==> src/sv/aaf_pkg.sv <==
// Package for the adjacent anagram filter.
// Shared beat fields and control struct; no dependencies.
package aaf_pkg;

    localparam int LETTER_W = 5;
    localparam int IDX_W    = 7;

    typedef struct packed {
        logic accept;
        logic word_end;
    } hist_ctrl_t;

endpackage

==> src/sv/aaf_hist.sv <==
// Letter histogram bank: current and previous word counts, one lane per letter.
// Saturating count update and parallel compare. Depends on aaf_pkg.
module aaf_hist #(
    parameter int ALPHABET_SIZE = 26,
    parameter int MAX_WORD_LEN  = 15
) (
    input  logic                          aclk,
    input  logic                          aresetn,
    input  aaf_pkg::hist_ctrl_t           ctrl,
    input  logic [aaf_pkg::LETTER_W-1:0]  letter,
    output logic                          all_equal
);

    localparam int CntW = $clog2(MAX_WORD_LEN + 1);

    logic [CntW-1:0] cur_reg  [ALPHABET_SIZE];
    logic [CntW-1:0] prev_reg [ALPHABET_SIZE];
    logic [CntW-1:0] cur_inc  [ALPHABET_SIZE];
    logic [ALPHABET_SIZE-1:0] lane_eq;

    genvar k;
    generate
        for (k = 0; k < ALPHABET_SIZE; k++) begin : g_lane
            logic hit;
            assign hit = (aaf_pkg::IDX_W'(letter) == aaf_pkg::IDX_W'(k));
            assign cur_inc[k] = (hit && (cur_reg[k] != CntW'(MAX_WORD_LEN)))
                                ? cur_reg[k] + CntW'(1) : cur_reg[k];
            assign lane_eq[k] = (cur_inc[k] == prev_reg[k]);

            always_ff @(posedge aclk) begin
                if (!aresetn) begin
                    cur_reg[k]  <= '0;
                    prev_reg[k] <= '0;
                end else if (ctrl.accept) begin
                    if (ctrl.word_end) begin
                        prev_reg[k] <= cur_inc[k];
                        cur_reg[k]  <= '0;
                    end else begin
                        cur_reg[k] <= cur_inc[k];
                    end
                end
            end
        end
    endgenerate

    assign all_equal = &lane_eq;

endmodule

==> src/sv/adjacent_anagram_filter_top.sv <==
// Adjacent anagram filter, top level: handshake, first-word flag, result register.
// m_keep is registered and appears in the cycle after the accepted beat carrying word_end.
// Throughput: one letter per cycle; stalls only while a result waits on m_ready.
// Reset (aresetn low, synchronous) clears both histograms, the first-word flag
// and m_valid. Depends on aaf_pkg and aaf_hist.
module adjacent_anagram_filter_top #(
    parameter int ALPHABET_SIZE = 26,
    parameter int MAX_WORD_LEN  = 15
) (
    input  logic                          aclk,
    input  logic                          aresetn,
    input  logic                          s_valid,
    output logic                          s_ready,
    input  logic [aaf_pkg::LETTER_W-1:0]  s_letter,
    input  logic                          s_word_end,
    output logic                          m_valid,
    input  logic                          m_ready,
    output logic                          m_keep
);

    aaf_pkg::hist_ctrl_t ctrl;
    logic all_equal;
    logic keep_next;
    logic seen_reg;
    logic m_valid_reg;
    logic m_keep_reg;

    assign s_ready       = !m_valid_reg || m_ready;
    assign ctrl.accept   = s_valid && s_ready;
    assign ctrl.word_end = s_word_end;

    aaf_hist #(
        .ALPHABET_SIZE (ALPHABET_SIZE),
        .MAX_WORD_LEN  (MAX_WORD_LEN)
    ) u_hist (
        .aclk      (aclk),
        .aresetn   (aresetn),
        .ctrl      (ctrl),
        .letter    (s_letter),
        .all_equal (all_equal)
    );

    assign keep_next = !seen_reg || !all_equal;

    always_ff @(posedge aclk) begin
        if (!aresetn) begin
            seen_reg    <= 1'b0;
            m_valid_reg <= 1'b0;
        end else if (ctrl.accept && s_word_end) begin
            seen_reg    <= 1'b1;
            m_valid_reg <= 1'b1;
        end else if (m_ready) begin
            m_valid_reg <= 1'b0;
        end
    end

    always_ff @(posedge aclk) begin
        if (ctrl.accept && s_word_end) begin
            m_keep_reg <= keep_next;
        end
    end

    assign m_valid = m_valid_reg;
    assign m_keep  = m_keep_reg;

    a_first_word_kept: assert property (@(posedge aclk) disable iff (!aresetn)
        (ctrl.accept && s_word_end && !seen_reg) |=> (m_valid && m_keep))
        else $error("first word not kept");

    a_word_end_result: assert property (@(posedge aclk) disable iff (!aresetn)
        (ctrl.accept && s_word_end) |=> (m_valid_reg && seen_reg))
        else $error("word end beat produced no result");

    a_no_overwrite: assert property (@(posedge aclk) disable iff (!aresetn)
        (m_valid_reg && !m_ready) |-> !s_ready)
        else $error("input accepted over a stalled result");

    a_hold_result: assert property (@(posedge aclk) disable iff (!aresetn)
        (m_valid_reg && !m_ready) |=> (m_valid_reg && $stable(m_keep_reg)))
        else $error("stalled result changed");

endmodule
==> config.mk <==
export PLATFORM = sky130hd
export DESIGN_NAME = adjacent_anagram_filter_top
export DESIGN_NICKNAME = d
export VERILOG_FILES = /design/src/sv/aaf_pkg.sv /design/src/sv/aaf_hist.sv /design/src/sv/adjacent_anagram_filter_top.sv
export SDC_FILE = /design/constraint.sdc
export NUM_CORES = 1
export LEC_CHECK = 0
export ABC_AREA = 1
export ABC_CLOCK_PERIOD_IN_PS = 3100
export BUFFER_PORTS_ARGS = -buffer_cell sky130_fd_sc_hd__buf_2
export CORE_ASPECT_RATIO = 1.1
export CORE_MARGIN = 3
export CORE_UTILIZATION = 50
export CTS_BUF_LIST = sky130_fd_sc_hd__clkbuf_8
export CTS_CLUSTER_SIZE = 24
export DETAILED_ROUTE_END_ITERATION = 7
export PLACE_DENSITY = 0.68
export SKIP_LAST_GASP = 1
export SYNTH_ARGS = -nofsm -noshare
export SYNTH_HDL_FRONTEND = slang
export SYNTH_SLANG_ARGS = --single-unit
==> constraint.sdc <==
create_clock -name aclk -period 3.1 [get_ports aclk]
set_input_delay 0.31 -clock aclk [delete_from_list [all_inputs] [get_ports aclk]]
set_output_delay 0.31 -clock aclk [all_outputs]
set_load 0.02 [all_outputs]
# Yosys cells after proc, flatten, opt, wreduce, memory -nomap -nowiden
# Memory sizes are Yosys's and may differ from the RTL's.
# Index checks and enable logic that the tools add are counted.
[totals]
ramBits = 208
word_cells = 337
input_bits = 10
ff_bits = 3
out_inout_bits = 3
romBits = 0
mem_count = 2
latch_bits = 0
[classes]
n_div = 0
n_eq_ne = 77
n_reduce_logical = 36
n_mux = 115
addsub = 26
n_mul = 0
bitwise_logic = 78
shift = 0
n_lt_le_gt_ge = 0
[memory_table]
columns = ["name", "words", "word_bits", "rd", "rd_ports_with_merged_regs", "write_ports", "line", "text"]
rows = [
  ["u_hist.cur_reg", 26, 4, 26, 0, 26, "aaf_hist.sv:16", "logic [CntW-1:0] cur_reg [ALPHABET_SIZE];"],
  ["u_hist.prev_reg", 26, 4, 26, 0, 26, "aaf_hist.sv:17", "logic [CntW-1:0] prev_reg [ALPHABET_SIZE];"],
]
[op_table]
columns = ["operator", "n"]
rows = [
  ["4-bit 2-to-1 mux", 104],
  ["4-bit by 1-bit adder with 4-bit output, second input constant", 26],
  ["4-bit == test", 26],
  ["4-bit inequality test, second input constant", 26],
  ["1-bit OR", 78],
  ["5-bit == test, second input constant", 10],
  ["5-bit by 4-bit == test with 1-bit output, second input constant", 8],
  ["1-bit logical AND", 28],
  ["26-bit AND reduction", 1],
  ["5-bit by 3-bit == test with 1-bit output, second input constant", 4],
  ["1-bit 2-to-1 mux", 11],
  ["5-bit by 2-bit == test with 1-bit output, second input constant", 2],
  ["5-bit by 1-bit == test with 1-bit output, second input constant", 1],
  ["5-bit zero test", 1],
  ["1-bit zero test", 3],
  ["1-bit logical OR", 2],
  ["2-bit nonzero test", 1],
]

# Longest topological paths before layout
[logic_depth]
word_depth = 8
mapped_depth = 17
ltp_nobuf = 17

# Cells and area by module
# A second synthesis with hierarchy kept.
[hier_totals]
hier_cells = 1844
area_unflattened_um2 = 13569.3
[modules_own_cells]
columns = ["module", "n_inst", "area_per_inst_um2", "cells_per_inst", "seq_area_each_um2"]
rows = [
  ["aaf_hist", 1, 13427.9, 1826, 6246.0],
  ["adjacent_anagram_filter_top", 1, 141.4, 18, 70.1],
]

# Worst setup path after synthesis
# No wires, ideal clock.
[synth_path]
path_type = "register -> register"
start = "register m_valid_reg (netlist: m_valid)"
end = "memory u_hist.prev_reg[0][0] in the netlist's numbering (enable)"
t_required_ns = 2.633
stages_incl_launch_ff = 6
synth_period_minus_slack_ns = 3.610
path_buffers = 0
setup_ns = 0.467
arrival_ns = 3.144
path_slack_ns = -0.510
cell_sequence = "dfxtp_1 > nand2_1 > nand2_1 > nor2_1 > inv_1 > nand2_1"
[synth_rtl]
columns = ["element", "line", "text"]
rows = [
  ["start, declared", "adjacent_anagram_filter_top.sv:25", "logic m_valid_reg;"],
  ["start signal, assigned", "adjacent_anagram_filter_top.sv:48", "m_valid_reg <= 1'b0;"],
  ["start signal, assigned", "adjacent_anagram_filter_top.sv:51", "m_valid_reg <= 1'b1;"],
  ["start signal, assigned", "adjacent_anagram_filter_top.sv:53", "m_valid_reg <= 1'b0;"],
  ["end, declared", "aaf_hist.sv:17", ""],
]

==> impl_metrics.csv <==
group,metric,value,unit
drt,wl_per_cell,15.9,µm
worst_setup_path,cp-end-kind,"flop",
power,clock_power_share,0.352,
drt,wl,34100,µm
clock_tree,cts.repair.resized,0,
placed_design,portBuffers,12,
synthesis,synth_edf_count,209,
synthesis,yosysMostFrequentCell,"nand2_1",
floorplanning,ios,13,
worst_setup_path,ff2ff_path_depth,13,
clock_tree,clk_pin_slew,0.06,ns
worst_setup_path,r2r_start,"u_hist.cur_reg[0][24]",
synthesis,synthArstFlopShare,0,
synthesis,synth_top_cell_by_area,"edfxtp_1",
synthesis,synth_top_area_share,0.479,
floorplanning,row_count,61,
timing,slew_viol_final,0,
floorplanning,initial_core_util,0.514,
synthesis,synthesis.area,13100,µm²
power,power_frac_seq,0.515,
grt,grt_max_degree,105,
placed_design,post-place-ws,0.329,ns
outcome,status,"completed",
worst_setup_path,path_class,"flop to flop",
synthesis,yosys_register_bits,211,
floorplanning,dieArea,28200,µm²
drt,final_antenna_net_count,0,
synthesis,synth_fp_nets,1762,
timing,rsz0062_at_grt,"no",
layout,drive_above_1_share,0.0535,
timing,post-route-min-period,2.63,ns
clock_tree,hold_buffers,0,
timing,worst_slack,0.471,ns
layout,antenna_cells,0,
grt,grtUsageTotal,0.240,
power,p_sw_frac,0.283,
synthesis,synth.distinct_cells,25,
grt,grt_pass1_vias,10517,
synthesis,avgSynthCellArea,7.59,µm²
worst_setup_path,path_max_fanout,5,
layout,final_util,0.564,
drt,drc_errors,0,
drt,avgViaCountPerCell,5.26,
synthesis,netlist_top_cells_area,"edfxtp_1 48%, nand2_1 16%, nor2_1 8.9%",
timing,skew,0.0236,ns
worst_setup_path,rr_endpoint,"m_keep",
synthesis,ys.flop_type,"edfxtp_1",
hold_path,min_path_cells,4,
drt,drt-initial-drc-count,987,
synthesis,postSynthCellCount,1726,
power,power,6.73,mW
worst_setup_path,r2r_slack,0.47,ns
timing,worst_pin_slew,1.06,ns
hold_path,hp-class,"input port to flop",
clock_tree,cts_buffer_depth,3,
grt,grt_pass1_wl,53800,µm
timing,timing.final.crit_share,0.848,
layout,nets,1806,
floorplanning,chipHeight,176,µm
timing,timing.fmax,380,MHz
timing,setup_viol,0,
power,power.switching,1.90,mW
synthesis,synth.yosys.seq_area_share,0.482,
drt,vias,11260,
clock_tree,tritoncts,"done",
synthesis,synthTopCellsByCount,"574 x nand2_1, 311 x nor2_1, 229 x inv_1",
drt,first_pass_iters,5,
placed_design,hpwl,24500,µm
run,drv_cap,0,
hold_path,min_from,"m_ready",
floorplanning,coreArea,25500,µm²
power,power_density,468,nW/µm²
grt,grt_antenna_before_repair,0,
floorplanning,chipWidth,160,µm
worst_setup_path,worstPathRequired,3.37,ns
hold_path,min_to,"m_valid",
timing,maxSlewHeadroom,0.291,
synthesis,yosysWarnings,0,
worst_setup_path,critPathArrivalTime,2.90,ns
layout,n_fill_cell,2422,
placed_design,gp_congestion,0.955,
clock_tree,clockRootBuffer,"clkbuf_8",
clock_tree,cts_buffers,38,
power,p_comb_frac,0.133,
power,power.leakage,6.53,nW
timing,tns,0,ns
clock_tree,clk_latency,0.54,ns
clock_tree,cts_sinks,211,
timing,hold_viol,0,
worst_setup_path,cp-startpoint,"u_hist.cur_reg[0][24]",
clock_tree,h-tree-depth,2,
power,vdd_drop_max,0.000306,V
clock_tree,post-cts-setup-buffer-count,0,
grt,globalRouteOverflowTotal,0,
layout,syn2layout_area_growth,9.72,%
worst_setup_path,cp-start-kind,"flop",
power,internal_power,4.82,mW
## area by class of cell
class,count,area [µm²],share of cell area
timing repair buffer,35,283,0.0197
clock buffer,41,564,0.0393
sequential,211,6320,0.440
clock inverter,25,101,0.00706
multi-input combinational,1253,5800,0.404
inverter,231,868,0.0604
tap,346,433,0.0301
## placed cells by master (no fill, tap or decap), types with 26 or more instances in the layout
cell,count
nand3b_1,42
nand3_1,186
inv_1,240
nand4_1,56
clkbuf_8,41
ha_1,26
nand2_1,572
edfxtp_1,209
nor2_1,311
## critical path: stages, from the launching register on
cell,delay (ns)
edfxtp_1,0.46
ha_1,0.25
nand3_1,0.12
nand2_1,0.06
nor2_1,0.31
nand2_1,0.17
xor2_1,0.27
nand2_1,0.09
nand2_1,0.08
nand2_1,0.05
nor2_1,0.18
nand3_1,0.15
nor2_1,0.12
nand2_1,0.06
## power by group through the flow
stage / combinational, mW / sequential [mW] / clock (mW)
finish: 0.894 / 3.47 / 2.36
detailed placement: 0.887 / 3.52 / 0
global route: 1.01 / 3.49 / 2.55
CTS: 0.892 / 3.46 / 2.42
global placement: 0.875 / 3.51 / 0
floorplan: 0.616 / 3.49 / 0
## through the flow
step | cells | instance area [µm²] | hold slack (ns)
global placement | 2076 | 13700 | 0.437
finish | 2142 | 14400 | 0.103
floorplan | 1726 | 13100 | 0.421
detailed placement | 2076 | 13700 | 0.440
CTS | 2142 | 14400 | 0.0804
global route | 2142 | 14400 | 0.103
## how the worst max path moves through the flow
stage                                  endpoint  cells after the start
after floorplan           u_hist.prev_reg[0][0]                      5
after global placement                   m_keep                     16
after detailed placement                 m_keep                     17
after CTS                                m_keep                     13
after global routing                     m_keep                     13
final                                    m_keep                     13
## kinds of logic after synthesis
kind of cell             count (synthesis)  share of synthesized area
AND/OR/NAND/NOR                       1178                      0.381
buffers and inverters                  262                     0.0758
flip-flops                             211                      0.482
XOR/XNOR                                37                     0.0314
adder cells (fa/ha/maj)                 26                     0.0248
AO/OA/AOI/OAI                           12                    0.00497
## per-layer routing
metal / GRT usage / vias up / routed length (µm)
li1: - / 5669 / -
met4: 0.0676 / 0 / 843
met2: 0.403 / 326 / 15800
met5: 0 / - / 0
met1: 0.327 / 5191 / 15200
met3: 0.0337 / 74 / 2170
Note: power is estimated with default switching activity, not from simulation.
